--- config.mk ---
export PLATFORM = sky130hd
export DESIGN_NAME = map_query_class_filter_denorm
export DESIGN_NICKNAME = d
export VERILOG_FILES = /design/src/hw/rtl/mqcf_pkg.sv /design/src/hw/rtl/mqcf_unit.sv /design/src/hw/rtl/map_query_class_filter_denorm.sv
export SDC_FILE = /design/constraint.sdc
export NUM_CORES = 2
export LEC_CHECK = 0
export BUFFER_PORTS_ARGS = -buffer_cell sky130_fd_sc_hd__buf_2
export CAP_MARGIN = 20
export CELL_PAD_IN_SITES_DETAIL_PLACEMENT = 2
export CELL_PAD_IN_SITES_GLOBAL_PLACEMENT = 2
export CORE_ASPECT_RATIO = 1.25
export CORE_MARGIN = 5
export CORE_UTILIZATION = 30
export CTS_BUF_LIST = sky130_fd_sc_hd__clkbuf_16
export DETAILED_ROUTE_END_ITERATION = 8
export PLACE_DENSITY = 0.7
export SKIP_LAST_GASP = 1
export SYNTH_ARGS = -nofsm -noshare
export SYNTH_HDL_FRONTEND = slang
export SYNTH_HIERARCHICAL = 1
export SYNTH_SLANG_ARGS = --single-unit
export TNS_END_PERCENT = 5
--- constraint.sdc ---
create_clock -name clk -period 12.7 [get_ports clk]
set_clock_uncertainty 0.15 [all_clocks]
set_input_delay 1.27 -clock clk [delete_from_list [all_inputs] [get_ports clk]]
set_output_delay 1.27 -clock clk [all_outputs]
set_load 0.02 [all_outputs]
--- src/hw/rtl/mqcf_pkg.sv ---
// ----------------------------------------------------------------------------
// Map query class filter package
// Shared types, unit operation codes, register indexes and the exp tables.
// ----------------------------------------------------------------------------
package mqcf_pkg;

	localparam int unsigned CLASS_COUNT = 3;
	localparam int unsigned EXP_ENTRIES = 256;
	localparam int unsigned EXP_W = 32;
	localparam int unsigned SERIES_TERMS = 16;
	localparam int unsigned DIV_STEPS = 17;
	localparam logic [8:0] EXP_CUTOFF = 9'd24;

	// Register indexes on the configuration port.
	localparam logic [2:0] REG_THR_DIVIDER = 3'd0;
	localparam logic [2:0] REG_THR_CROSSING = 3'd1;
	localparam logic [2:0] REG_THR_BOUNDARY = 3'd2;
	localparam logic [2:0] REG_CLASS_MASK = 3'd3;
	localparam logic [2:0] REG_X_MINIMUM = 3'd4;
	localparam logic [2:0] REG_Y_MINIMUM = 3'd5;
	localparam logic [2:0] REG_X_EXTENT = 3'd6;
	localparam logic [2:0] REG_Y_EXTENT = 3'd7;

	localparam logic [15:0] X_MINIMUM_RST = 16'hF100;
	localparam logic [15:0] Y_MINIMUM_RST = 16'hE200;
	localparam logic [15:0] X_EXTENT_RST = 16'h1E00;
	localparam logic [15:0] Y_EXTENT_RST = 16'h3C00;

	// Request kinds and result kinds.
	localparam logic CMD_DECISION = 1'b0;
	localparam logic CMD_POINT = 1'b1;
	localparam logic KIND_DECISION = 1'b0;
	localparam logic KIND_POINT = 1'b1;

	// Operations of the shared arithmetic unit.
	localparam logic [2:0] OP_NOP = 3'd0;
	localparam logic [2:0] OP_EXP_LOAD = 3'd1;
	localparam logic [2:0] OP_EXP_MUL = 3'd2;
	localparam logic [2:0] OP_DIV_INIT = 3'd3;
	localparam logic [2:0] OP_DIV_STEP = 3'd4;
	localparam logic [2:0] OP_DN_MUL = 3'd5;
	localparam logic [2:0] OP_DN_FIN = 3'd6;

	typedef logic [EXP_ENTRIES*EXP_W-1:0] exp_tab_t;

	typedef struct packed {
		logic [2:0]  op;
		logic [7:0]  frac;
		logic        zero;
		logic        pos;
		logic        neg;
		logic [16:0] mag;
		logic [15:0] ext;
		logic [15:0] min;
	} unit_cmd_t;

	typedef struct packed {
		logic [16:0] quo;
		logic [15:0] dn;
	} unit_stat_t;

	// exp(-f/256) in Q1.31 from a truncated Taylor series, clamped to 0..1.
	function automatic logic [31:0] exp_series(input int unsigned f);
		longint          sum;
		longint unsigned mag;
		int unsigned     k;
		sum = 64'sh8000_0000;
		mag = 64'h8000_0000;
		for (k = 1; k <= SERIES_TERMS; k++) begin
			mag = (mag * 64'(f)) / 64'(256 * k);
			if (k[0])
				sum = sum - longint'(mag);
			else
				sum = sum + longint'(mag);
		end
		if (sum < 0)
			sum = 0;
		if (sum > 64'sh8000_0000)
			sum = 64'sh8000_0000;
		return sum[31:0];
	endfunction

	function automatic exp_tab_t build_exp_tab();
		exp_tab_t t;
		for (int i = 0; i < EXP_ENTRIES; i++)
			t[i*EXP_W +: EXP_W] = exp_series(i);
		return t;
	endfunction

	localparam exp_tab_t EXP_TAB = build_exp_tab();
	localparam logic [31:0] EXP_ONE = exp_series(256);

endpackage

--- src/hw/rtl/mqcf_unit.sv ---
// ----------------------------------------------------------------------------
// Map query class filter shared arithmetic unit
// One multiplier and one restoring divider step, driven op by op by the
// sequencer: exp product chain, sigmoid division and point scaling.
// ----------------------------------------------------------------------------
module mqcf_unit import mqcf_pkg::*; (
	input  logic       clk,
	input  unit_cmd_t  ucmd,
	output unit_stat_t ustat
);

	logic [31:0] acc_q;
	logic [32:0] den_q;
	logic [32:0] rem_q;
	logic [16:0] num_lo_q;
	logic [16:0] quo_q;
	logic [31:0] prod_q;
	logic [15:0] dn_q;

	logic [31:0] mul_a;
	logic [31:0] mul_b;
	logic [63:0] mul_p;
	logic [63:0] mul_rnd;
	logic [32:0] den_full;
	logic [47:0] num;
	logic [33:0] trial;
	logic [33:0] diff;
	logic        ge;
	logic [32:0] rem_next;
	logic signed [33:0] p_s;
	logic signed [33:0] p_sh;
	logic signed [33:0] p_sum;
	logic [15:0] dn_next;

	assign mul_a = (ucmd.op == OP_DN_MUL) ? {15'd0, ucmd.mag} : acc_q;
	assign mul_b = (ucmd.op == OP_DN_MUL) ? {16'd0, ucmd.ext} : EXP_ONE;
	assign mul_p = 64'(mul_a) * 64'(mul_b);
	assign mul_rnd = mul_p + 64'h4000_0000;

	// Denominator is one plus the exponential, numerator carries half of it for rounding.
	assign den_full = {1'b0, 32'h8000_0000} + {1'b0, acc_q};
	assign num = ucmd.pos ? (48'h8000_0000_0000 + {16'd0, den_full[32:1]})
	                      : ({acc_q, 16'd0} + {16'd0, den_full[32:1]});

	assign trial = {rem_q, num_lo_q[16]};
	assign diff = trial - {1'b0, den_q};
	assign ge = (trial >= {1'b0, den_q});
	assign rem_next = ge ? diff[32:0] : trial[32:0];

	always_comb begin
		p_s = ucmd.neg ? -$signed({2'b00, prod_q}) : $signed({2'b00, prod_q});
		p_sh = (p_s + 34'sd8192) >>> 14;
		p_sum = p_sh + $signed({{18{ucmd.min[15]}}, ucmd.min});
		if (p_sum > 34'sd32767)
			dn_next = 16'h7FFF;
		else if (p_sum < -34'sd32768)
			dn_next = 16'h8000;
		else
			dn_next = p_sum[15:0];
	end

	always_ff @(posedge clk) begin
		unique case (ucmd.op)
			OP_NOP: begin
			end
			OP_EXP_LOAD: begin
				acc_q <= ucmd.zero ? '0 : EXP_TAB[{ucmd.frac, 5'd0} +: EXP_W];
			end
			OP_EXP_MUL: begin
				acc_q <= mul_rnd[62:31];
			end
			OP_DIV_INIT: begin
				den_q <= den_full;
				rem_q <= {2'b00, num[47:17]};
				num_lo_q <= num[16:0];
				quo_q <= '0;
			end
			OP_DIV_STEP: begin
				rem_q <= rem_next;
				num_lo_q <= {num_lo_q[15:0], 1'b0};
				quo_q <= {quo_q[15:0], ge};
			end
			OP_DN_MUL: begin
				prod_q <= mul_p[31:0];
			end
			OP_DN_FIN: begin
				dn_q <= dn_next;
			end
			default: begin
			end
		endcase
	end

	assign ustat.quo = quo_q;
	assign ustat.dn = dn_q;

endmodule

--- src/hw/rtl/map_query_class_filter_denorm.sv ---
// ----------------------------------------------------------------------------
// Map query class filter and point denormalizer
// Scores three class logits per query, keeps or drops the query, and maps the
// normalized points of kept queries to Q8.8 metres.
// ----------------------------------------------------------------------------
// Requests enter on the item channel (item_valid / item_stall) and results
// leave on the result channel (result_valid / result_stall). A decision
// request yields one decision result. A point request yields one point result
// when the current query is kept; for a dropped query it is accepted and
// gives nothing.
// A decision request works through each of the three logits in turn (exp table
// load, final count check, divider setup, 17 divider steps, score compare),
// with one exp product step per whole unit of the logit's magnitude below 24
// through the single multiplier, then loads its result in the decide state
// once the output register is free. A point request has two multiplies and
// two rounding passes through the same unit, then the output load. A new
// request can be accepted in the cycle after a result is loaded.
// item_stall is high while a request is being worked on. A finished result
// waits in the output register; the block does not stall on a held result
// until it has the next one ready. Reset clears the request sequencer, the
// output register and the query state (no query kept) and loads the register
// defaults. Configuration writes are taken in any cycle with cfg_wr_en high.
// ----------------------------------------------------------------------------
module map_query_class_filter_denorm import mqcf_pkg::*; (
	input  logic        clk,
	input  logic        arst_n,
	input  logic        cfg_wr_en,
	input  logic [2:0]  cfg_index,
	input  logic [15:0] cfg_data,
	input  logic        item_valid,
	output logic        item_stall,
	input  logic        cmd,
	input  logic signed [15:0] logit_zero,
	input  logic signed [15:0] logit_one,
	input  logic signed [15:0] logit_two,
	input  logic signed [15:0] norm_x,
	input  logic signed [15:0] norm_y,
	input  logic        last_point,
	output logic        result_valid,
	input  logic        result_stall,
	output logic        kind,
	output logic [1:0]  class_index,
	output logic [15:0] best_score,
	output logic        kept,
	output logic signed [15:0] metres_x,
	output logic signed [15:0] metres_y,
	output logic        last
);

	localparam logic [3:0] S_IDLE = 4'd0;
	localparam logic [3:0] S_EXP_LOAD = 4'd1;
	localparam logic [3:0] S_EXP_MUL = 4'd2;
	localparam logic [3:0] S_DIV_INIT = 4'd3;
	localparam logic [3:0] S_DIV_STEP = 4'd4;
	localparam logic [3:0] S_SCORE = 4'd5;
	localparam logic [3:0] S_DECIDE = 4'd6;
	localparam logic [3:0] S_PX_MUL = 4'd7;
	localparam logic [3:0] S_PX_FIN = 4'd8;
	localparam logic [3:0] S_PY_MUL = 4'd9;
	localparam logic [3:0] S_PY_FIN = 4'd10;
	localparam logic [3:0] S_PNT_OUT = 4'd11;

	localparam logic [1:0] LAST_CLASS = 2'(CLASS_COUNT - 1);
	localparam logic [4:0] DIV_CNT_INIT = 5'(DIV_STEPS - 1);

	// Configuration registers.
	logic [15:0] thr_div_q;
	logic [15:0] thr_cross_q;
	logic [15:0] thr_bound_q;
	logic [2:0]  mask_q;
	logic [15:0] x_min_q;
	logic [15:0] y_min_q;
	logic [15:0] x_ext_q;
	logic [15:0] y_ext_q;

	// Sequencer and query state.
	logic [3:0]  state_q;
	logic [4:0]  cnt_q;
	logic [1:0]  cls_q;
	logic [1:0]  best_idx_q;
	logic [15:0] best_score_q;
	logic        query_kept_q;
	logic [1:0]  query_class_q;

	// Request payload.
	logic [15:0] logit0_q;
	logic [15:0] logit1_q;
	logic [15:0] logit2_q;
	logic [15:0] nx_q;
	logic [15:0] ny_q;
	logic        lastp_q;
	logic [15:0] mx_q;

	// Output register.
	logic        res_valid_q;
	logic        kind_q;
	logic [1:0]  class_q;
	logic [15:0] score_q;
	logic        kept_q;
	logic [15:0] mxo_q;
	logic [15:0] myo_q;
	logic        last_q;

	unit_cmd_t   ucmd;
	unit_stat_t  ustat;

	logic [15:0] logit_sel;
	logic [16:0] logit_abs;
	logic [8:0]  whole;
	logic        exp_zero;
	logic [15:0] norm_sel;
	logic [16:0] norm_abs;
	logic        use_y;
	logic [15:0] score;
	logic [15:0] thr_sel;
	logic        en_sel;
	logic        keep;
	logic        out_free;
	logic        res_load;
	logic        accept;

	assign item_stall = (state_q != S_IDLE);
	assign accept = item_valid && !item_stall;
	assign out_free = !res_valid_q || !result_stall;
	assign res_load = out_free && (state_q == S_DECIDE || state_q == S_PNT_OUT);

	always_comb begin
		unique case (cls_q)
			2'd0: logit_sel = logit0_q;
			2'd1: logit_sel = logit1_q;
			default: logit_sel = logit2_q;
		endcase
	end

	assign logit_abs = logit_sel[15] ? (17'd0 - {1'b1, logit_sel}) : {1'b0, logit_sel};
	assign whole = logit_abs[16:8];
	assign exp_zero = (whole >= EXP_CUTOFF);

	assign use_y = (state_q == S_PY_MUL) || (state_q == S_PY_FIN);
	assign norm_sel = use_y ? ny_q : nx_q;
	assign norm_abs = norm_sel[15] ? (17'd0 - {1'b1, norm_sel}) : {1'b0, norm_sel};

	// A quotient of 65536 only occurs for the largest positive logits.
	assign score = ustat.quo[16] ? 16'hFFFF : ustat.quo[15:0];

	always_comb begin
		unique case (best_idx_q)
			2'd0: begin
				thr_sel = thr_div_q;
				en_sel = mask_q[0];
			end
			2'd1: begin
				thr_sel = thr_cross_q;
				en_sel = mask_q[1];
			end
			default: begin
				thr_sel = thr_bound_q;
				en_sel = mask_q[2];
			end
		endcase
	end

	assign keep = en_sel && (best_score_q >= thr_sel);

	always_comb begin
		ucmd.op = OP_NOP;
		ucmd.frac = logit_abs[7:0];
		ucmd.zero = exp_zero;
		ucmd.pos = !logit_sel[15];
		ucmd.neg = norm_sel[15];
		ucmd.mag = norm_abs;
		ucmd.ext = use_y ? y_ext_q : x_ext_q;
		ucmd.min = use_y ? y_min_q : x_min_q;
		unique case (state_q)
			S_EXP_LOAD: ucmd.op = OP_EXP_LOAD;
			S_EXP_MUL: ucmd.op = (cnt_q != 5'd0) ? OP_EXP_MUL : OP_NOP;
			S_DIV_INIT: ucmd.op = OP_DIV_INIT;
			S_DIV_STEP: ucmd.op = OP_DIV_STEP;
			S_PX_MUL, S_PY_MUL: ucmd.op = OP_DN_MUL;
			S_PX_FIN, S_PY_FIN: ucmd.op = OP_DN_FIN;
			default: ucmd.op = OP_NOP;
		endcase
	end

	mqcf_unit u_unit (
		.clk   (clk),
		.ucmd  (ucmd),
		.ustat (ustat)
	);

	always_ff @(posedge clk or negedge arst_n) begin
		if (!arst_n) begin
			thr_div_q <= '0;
			thr_cross_q <= '0;
			thr_bound_q <= '0;
			mask_q <= '0;
			x_min_q <= X_MINIMUM_RST;
			y_min_q <= Y_MINIMUM_RST;
			x_ext_q <= X_EXTENT_RST;
			y_ext_q <= Y_EXTENT_RST;
		end else if (cfg_wr_en) begin
			unique case (cfg_index)
				REG_THR_DIVIDER: thr_div_q <= cfg_data;
				REG_THR_CROSSING: thr_cross_q <= cfg_data;
				REG_THR_BOUNDARY: thr_bound_q <= cfg_data;
				REG_CLASS_MASK: mask_q <= cfg_data[2:0];
				REG_X_MINIMUM: x_min_q <= cfg_data;
				REG_Y_MINIMUM: y_min_q <= cfg_data;
				REG_X_EXTENT: x_ext_q <= cfg_data;
				REG_Y_EXTENT: y_ext_q <= cfg_data;
				default: begin
				end
			endcase
		end
	end

	always_ff @(posedge clk) begin
		if (accept) begin
			logit0_q <= logit_zero;
			logit1_q <= logit_one;
			logit2_q <= logit_two;
			nx_q <= norm_x;
			ny_q <= norm_y;
			lastp_q <= last_point;
		end
		if (state_q == S_PY_MUL)
			mx_q <= ustat.dn;
		if (state_q == S_SCORE && (cls_q == 2'd0 || score > best_score_q)) begin
			best_score_q <= score;
			best_idx_q <= cls_q;
		end
	end

	always_ff @(posedge clk or negedge arst_n) begin
		if (!arst_n) begin
			state_q <= S_IDLE;
			cnt_q <= '0;
			cls_q <= '0;
			query_kept_q <= 1'b0;
			query_class_q <= '0;
			res_valid_q <= 1'b0;
			kind_q <= KIND_DECISION;
			class_q <= '0;
			score_q <= '0;
			kept_q <= 1'b0;
			mxo_q <= '0;
			myo_q <= '0;
			last_q <= 1'b0;
		end else begin
			if (res_load)
				res_valid_q <= 1'b1;
			else if (res_valid_q && !result_stall)
				res_valid_q <= 1'b0;
			unique case (state_q)
				S_IDLE: begin
					if (accept) begin
						if (cmd == CMD_DECISION) begin
							cls_q <= '0;
							state_q <= S_EXP_LOAD;
						end else if (query_kept_q) begin
							state_q <= S_PX_MUL;
						end
					end
				end
				S_EXP_LOAD: begin
					cnt_q <= exp_zero ? 5'd0 : whole[4:0];
					state_q <= S_EXP_MUL;
				end
				S_EXP_MUL: begin
					if (cnt_q != 5'd0)
						cnt_q <= cnt_q - 5'd1;
					else
						state_q <= S_DIV_INIT;
				end
				S_DIV_INIT: begin
					cnt_q <= DIV_CNT_INIT;
					state_q <= S_DIV_STEP;
				end
				S_DIV_STEP: begin
					if (cnt_q == 5'd0)
						state_q <= S_SCORE;
					else
						cnt_q <= cnt_q - 5'd1;
				end
				S_SCORE: begin
					if (cls_q == LAST_CLASS) begin
						state_q <= S_DECIDE;
					end else begin
						cls_q <= cls_q + 2'd1;
						state_q <= S_EXP_LOAD;
					end
				end
				S_DECIDE: begin
					if (out_free) begin
						kind_q <= KIND_DECISION;
						class_q <= best_idx_q;
						score_q <= best_score_q;
						kept_q <= keep;
						mxo_q <= '0;
						myo_q <= '0;
						last_q <= 1'b0;
						query_kept_q <= keep;
						query_class_q <= best_idx_q;
						state_q <= S_IDLE;
					end
				end
				S_PX_MUL: state_q <= S_PX_FIN;
				S_PX_FIN: state_q <= S_PY_MUL;
				S_PY_MUL: state_q <= S_PY_FIN;
				S_PY_FIN: state_q <= S_PNT_OUT;
				S_PNT_OUT: begin
					if (out_free) begin
						kind_q <= KIND_POINT;
						class_q <= query_class_q;
						score_q <= '0;
						kept_q <= 1'b1;
						mxo_q <= mx_q;
						myo_q <= ustat.dn;
						last_q <= lastp_q;
						if (lastp_q)
							query_kept_q <= 1'b0;
						state_q <= S_IDLE;
					end
				end
				default: state_q <= S_IDLE;
			endcase
		end
	end

	assign result_valid = res_valid_q;
	assign kind = kind_q;
	assign class_index = class_q;
	assign best_score = score_q;
	assign kept = kept_q;
	assign metres_x = mxo_q;
	assign metres_y = myo_q;
	assign last = last_q;

endmodule

* After elaboration in Yosys (flattened, before gate mapping)
Cells that the tools add are included.
** Word-level totals
- Bits in registers :: 478
- Input bits :: 106
- Output and inout bits :: 55
- Logic and storage cells :: 198
** Cells by class
- Add/sub/neg operators :: 12
- Multipliers :: 1
- Order comparisons :: 6
- Equal/unequal tests :: 39
- Shift operators :: 1
- Mux-type cells :: 60
- Reductions and logical operators :: 42
** Operators with widths (count)
- 8192-bit by 14-bit indexed part select with 32-bit output (first input constant) :: 1
- 16-bit one-hot mux with 2 select lines :: 5
- 16-bit two-way mux :: 9
- 17-bit one-hot mux with 2 select lines :: 2
- 33-bit one-hot mux with 2 select lines :: 1
- 32-bit two-way mux :: 2
- 32-bit one-hot mux with 2 select lines :: 1
- 63-bit by 31-bit adder with 63-bit output (second input constant) :: 1
- 32-bit by 32-bit multiplier with 63-bit output :: 1
- 48-bit by 32-bit adder with 48-bit output :: 1
- 48-bit by 32-bit adder with 48-bit output (first input constant) :: 1
- 48-bit two-way mux :: 1
- 4-bit one-hot mux with 11 select lines :: 1
- 34-bit by 15-bit adder with 34-bit output (second input constant) :: 1
- 34-bit by 33-bit greater-or-equal comparator with 1-bit output :: 1
- 34-bit by 16-bit > comparator with 1-bit output (second input constant) :: 1
- 34-bit by 16-bit < comparator with 1-bit output (second input constant) :: 1
- 17-bit two-way mux :: 2
- 34-bit two-way mux :: 1
- 32-bit negation with 34-bit output :: 1
- 1-bit by 17-bit subtractor with 17-bit output (first input constant) :: 2
- 32-bit by 32-bit adder with 33-bit output (first input constant) :: 1
- 33-bit two-way mux :: 1
- 33-bit subtractor :: 1
- 43 further kinds :: 121

* Logic depth before layout (Yosys ltp)
- Depth in word-level cells :: 9
- Mapped depth :: 45
- Mapped depth without buffers :: 42

* Hierarchy
Netlist, hierarchy kept.
** Modules (own cells, without submodules)
- mqcf_unit :: times used 1, cells each 5579, area an instance 45802.7 µm², sequential area each 5405.2 µm²
- map_query_class_filter_denorm :: times used 1, cells each 1027, area an instance 13564.3 µm², sequential area each 8054.0 µm²

* Worst setup path after synthesis
OpenSTA, ideal clock, no wires.
- Kind :: flip-flop to flip-flop
- From :: register state_q[0]
- To :: register u_unit.acc_q[30], data pin
- Library setup time :: 169 ps
- Arrival time :: 10640 ps
- Data required time :: 12381 ps
- Slack :: 1741 ps
- Stages on the path, launching flop included :: 37
- Path buffers :: 7
- Period minus slack after synthesis :: 10959 ps
- Path through :: dfrtp_1 > clkbuf_1 > clkbuf_1 > nand2_1 > a21oi_1 > clkbuf_1 > nand3b_1 > clkinv_1 > clkbuf_1 > clkbuf_1 > buf_1 > nor2_1 > fa_1 > inv_1 > fa_1 > fa_1 > fa_1 > fa_1 > inv_1 > fa_1 > fa_1 > inv_1 > fa_1 > inv_1 > ha_1 > buf_2 > a21oi_1 > o21ba_2 > o21ai_0 > a2111oi_0 > a31oi_1 > xnor2_1 > or4_4 > nor4_4 > nand4_4 > o41a_1 > o31ai_1
** RTL lines
- from (decl) :: RTL line map_query_class_filter_denorm.sv:77 : logic [3:0] state_q;
- from (signal assigned) :: RTL line map_query_class_filter_denorm.sv:236 : state_q <= S_IDLE;
- from (signal assigned) :: RTL line map_query_class_filter_denorm.sv:259 : state_q <= S_EXP_LOAD;
- from (signal assigned) :: RTL line map_query_class_filter_denorm.sv:261 : state_q <= S_PX_MUL;
- to (signal assigned) :: RTL line mqcf_unit.sv:67 : acc_q <= ucmd.zero ? '0 : EXP_TAB[{ucmd.frac, 5'd0} +: EXP_W];
- to (signal assigned) :: RTL line mqcf_unit.sv:70 : acc_q <= mul_rnd[62:31];
- to (decl) :: RTL line mqcf_unit.sv:12 : logic [31:0] acc_q;

* Final worst setup path
- From :: register state_q[3]
- To :: register u_unit.acc_q[18], data pin
** On the way
- Elaborated cells on any way between the ends :: 24
- Classes of those cells :: add/sub: 2; mul: 1; eq/ne: 11; mux: 7; reduce/logical: 3
** RTL lines
- 4-bit == test :: RTL line map_query_class_filter_denorm.sv:139 : assign use_y = (state_q == S_PY_MUL) || (state_q == S_PY_FIN);
- 1-bit logical OR * :: RTL line map_query_class_filter_denorm.sv:139
- 16-bit two-way mux * :: RTL line map_query_class_filter_denorm.sv:140 : assign norm_sel = use_y ? ny_q : nx_q;
- via norm_sel[15] :: RTL line map_query_class_filter_denorm.sv:111 : logic [15:0] norm_sel;
- 17-bit two-way mux * :: RTL line map_query_class_filter_denorm.sv:141 : assign norm_abs = norm_sel[15] ? (17'd0 - {1'b1, norm_sel}) : {1'b0, norm_sel};
- via norm_abs[14] :: RTL line map_query_class_filter_denorm.sv:112 : logic [16:0] norm_abs;
- 32-bit two-way mux * :: RTL line mqcf_unit.sv:35 : assign mul_a = (ucmd.op == OP_DN_MUL) ? {15'd0, ucmd.mag} : acc_q;
- 32-bit by 32-bit multiplier with 63-bit output * :: RTL line mqcf_unit.sv:37 : assign mul_p = 64'(mul_a) * 64'(mul_b);
- 63-bit by 31-bit adder with 63-bit output * :: RTL line mqcf_unit.sv:38 : assign mul_rnd = mul_p + 64'h4000_0000;
- 32-bit one-hot mux with 2 select lines * :: RTL line mqcf_unit.sv:63 : unique case (ucmd.op)
Mark *: on every way through the listed nets, which the timed path passes. The rest lies on a longest branch.
A chain may end at the register's enable or synchronous reset.

==> results.json <==
{
  "status": "finished, final reports clean",
  "area_growth_pct": 10.7,
  "place.gp.congestion": 1.02,
  "synth-seq-cells": 478,
  "min_path_type": "flop to flop",
  "rrSetupSlack_ps": 570,
  "finalHoldViolations": 0,
  "crit_path_end_kind": "flop",
  "die_h_um": 507,
  "layout_min_cycle_time_ps": 12130,
  "clk_latency_ps": 660,
  "yosys_warnings": 6,
  "drc": 0,
  "final_common_cell": "inv_1",
  "drive_gt1_share_pct": 10.8,
  "r2r_start": "state_q[3]",
  "via_per_inst": 5.69,
  "crit_path_max_incr_delay_ps": 670,
  "timing.hold.ws_ps": 311,
  "first_pass_iters": 6,
  "hpwl_mm": 222,
  "clk_path_buf_depth": 3,
  "drv_cap": 0,
  "cts_buffers": 55,
  "cts.sink_count": 478,
  "place_area_sq_mm": 0.0638,
  "r2r_cells": 37,
  "relSlewSlack_pct": 20.1,
  "synth_top_cell_by_area": "fa_1",
  "synth_edf_count": 295,
  "critPathSlowestCell": "fa_1",
  "synth_top_cells_by_area": "fa_1, edfxtp_1, ha_1",
  "whs_path_depth": 0,
  "pre_cts_ws_ps": 21.3,
  "avgSynthCellArea_sq_um": 8.99,
  "postSynthCellCount": 6606,
  "worst_slew_pin_slew_ps": 1190,
  "cts_tree": "built",
  "rows": 182,
  "cp-start-kind": "flop",
  "track_usage_pct": 26.5,
  "hold_start": "u_unit/dn_q[4]",
  "start_util_pct": 30.2,
  "postRouteAntennaNets": 0,
  "critPathKind": "flop to flop",
  "fin_nets": 7946,
  "clk_pin_slew_worst_paths_ps": 60,
  "grt_pass1_vias": 59300,
  "port_buffers": 160,
  "netlist_area_sq_mm": 0.0594,
  "arrival_ps": 12360,
  "setup_viol": 0,
  "design_area_sq_mm": 0.0657,
  "pin_count": 161,
  "required_ps": 12940,
  "grt_pass1_wl_mm": 410,
  "grt_max_degree": 146,
  "drv_slew": 0,
  "layout_common_cells": "inv_1, fa_1, nand2_1",
  "netlist.area_leader.share_pct": 21.8,
  "grt_overflow": 0,
  "drt_wl_total_mm": 281,
  "cts_hold_buf": 0,
  "clock-root-buffer": "clkbuf_16",
  "cp_max_fo": 16,
  "first_iter_violations": 4112,
  "cpMostUsedCell": "fa_1",
  "min_to": "mx_q[4]",
  "r2r-end": "u_unit/acc_q[18]",
  "vias": 53300,
  "rsz0062_at_grt": "true",
  "cts-htree-levels": 2,
  "ys_seq_area_share_pct": 22.7,
  "synthArstFlopShare_pct": 38.3,
  "yosys_most_used_dff": "edfxtp_1",
  "fp.coreArea_sq_mm": 0.197,
  "timing.final.crit_share_pct": 95.5,
  "wire_per_inst_um": 30.0,
  "synth.distinct_cells": 121,
  "timing.fmax_mhz": 82.5,
  "antenna_found_initial": 11,
  "die-area_sq_mm": 0.207,
  "fin_ws_ps": 572,
  "dieWidth_um": 408
}
==> cell type report <==
type	instances	area (sq um)
Fill cell	22100	131000
Sequential cell	478	13500
Antenna cell	5	12.5
Timing Repair Buffer	345	2320
Inverter	953	3580
Clock inverter	47	389
Clock buffer	55	1380
Tap cell	2576	3220
Multi-Input combinational cell	4906	41400
==> worst max-delay path: cells and delay by family, from the launching register on <==
| family | cells | cell delay (ps) |
|---|---|---|
| buffers and inverters | 8 | 880 |
| AND/OR/NAND/NOR | 9 | 2540 |
| flip-flops | 1 | 370 |
| XOR/XNOR | 2 | 610 |
| adder cells (fa/ha/maj) | 9 | 4530 |
| AO/OA/AOI/OAI | 8 | 2180 |
| multiplexers | 1 | 580 |
==> per-layer routing <==
metal	GRT usage, %	vias to the layer above	routed length (um)
li1	-	22800	-
met1	30.9	27800	107000
met2	46.3	1964	137000
met3	3.67	769	15400
met4	15.6	4	21100
met5	0.0690	-	27
==> what timing repair did <==
item | in CTS | in global routing
resized for setup | 0 | 4
setup buffers | 3 | 0
setup endpoints to repair | 1 | 12
pin swaps | 1 | 0
==> state kept, by name, summed over array words and instances, names as in the netlist, 17 cells and up <==
| signal | cells |
|---|---|
| u_unit/den_q | 33 |
| u_unit/rem_q | 33 |
| u_unit/acc_q | 32 |
| u_unit/prod_q | 32 |
| u_unit/num_lo_q | 17 |
| u_unit/quo_q | 17 |
==> how the worst max path moves through the flow <==
stage,startpoint,to,slack [ps],cells past startpoint
2_1_floorplan,state_q[0],u_unit/acc_q[30],1740,36
5_1_grt,state_q[1],u_unit/acc_q[30],-60,36
4_1_cts,state_q[1],u_unit/acc_q[23],390,36
6_report,state_q[3],u_unit/acc_q[18],570,37
3_3_place_gp,state_q[2],u_unit/acc_q[31],390,33
3_5_place_dp,state_q[2],u_unit/acc_q[23],20,33
==> cells by family (layout without fill, tap and decap cells) <==
group / Yosys count / in the layout / share of synthesized area [%]
and+or+nand+nor: 1778 / 1778 / 14.0
AOI/OAI and AO/OA: 1522 / 1522 / 16.5
buffers and inverters: 1325 / 1400 / 8.60
adders and majority gates: 1102 / 1102 / 31.4
DFF: 478 / 478 / 22.7
muxes: 211 / 211 / 4.05
xor gates and xnor gates: 187 / 187 / 2.77
other: 3 / 111 / 0.0190
==> synth_stat cells, types with 35 or more instances <==
library cell,number
o311ai_0,35
xor2_1,70
clkbuf_1,283
buf_1,52
nand3_1,133
nor2_1,484
inv_1,946
mux2i_1,50
dfrtp_1,166
and2_1,65
a211oi_1,70
a31oi_1,73
a21o_1,70
nand4_1,49
or2_2,37
nand2_1,608
mux2_2,152
nor3_1,110
edfxtp_1,295
nand2b_1,46
fa_1,646
and3_1,87
o22ai_1,65
o211ai_1,52
o21ai_0,381
xnor2_1,116
a22o_1,54
ha_1,455
a21oi_1,403
==> per-stage QoR <==
step                      setup TNS [ps]  util, %  cells
after CTS                              0     33.3   9354
after global placement                 0     32.4   9246
after floorplan                        0        -   6709
final                                  0     33.4   9365
after global routing               -73.3     33.4   9361
after detailed placement               0     32.4   9249
Power is not shown: default switching activity piles up to over one toggle a cycle in this logic, so the estimate is an artifact.
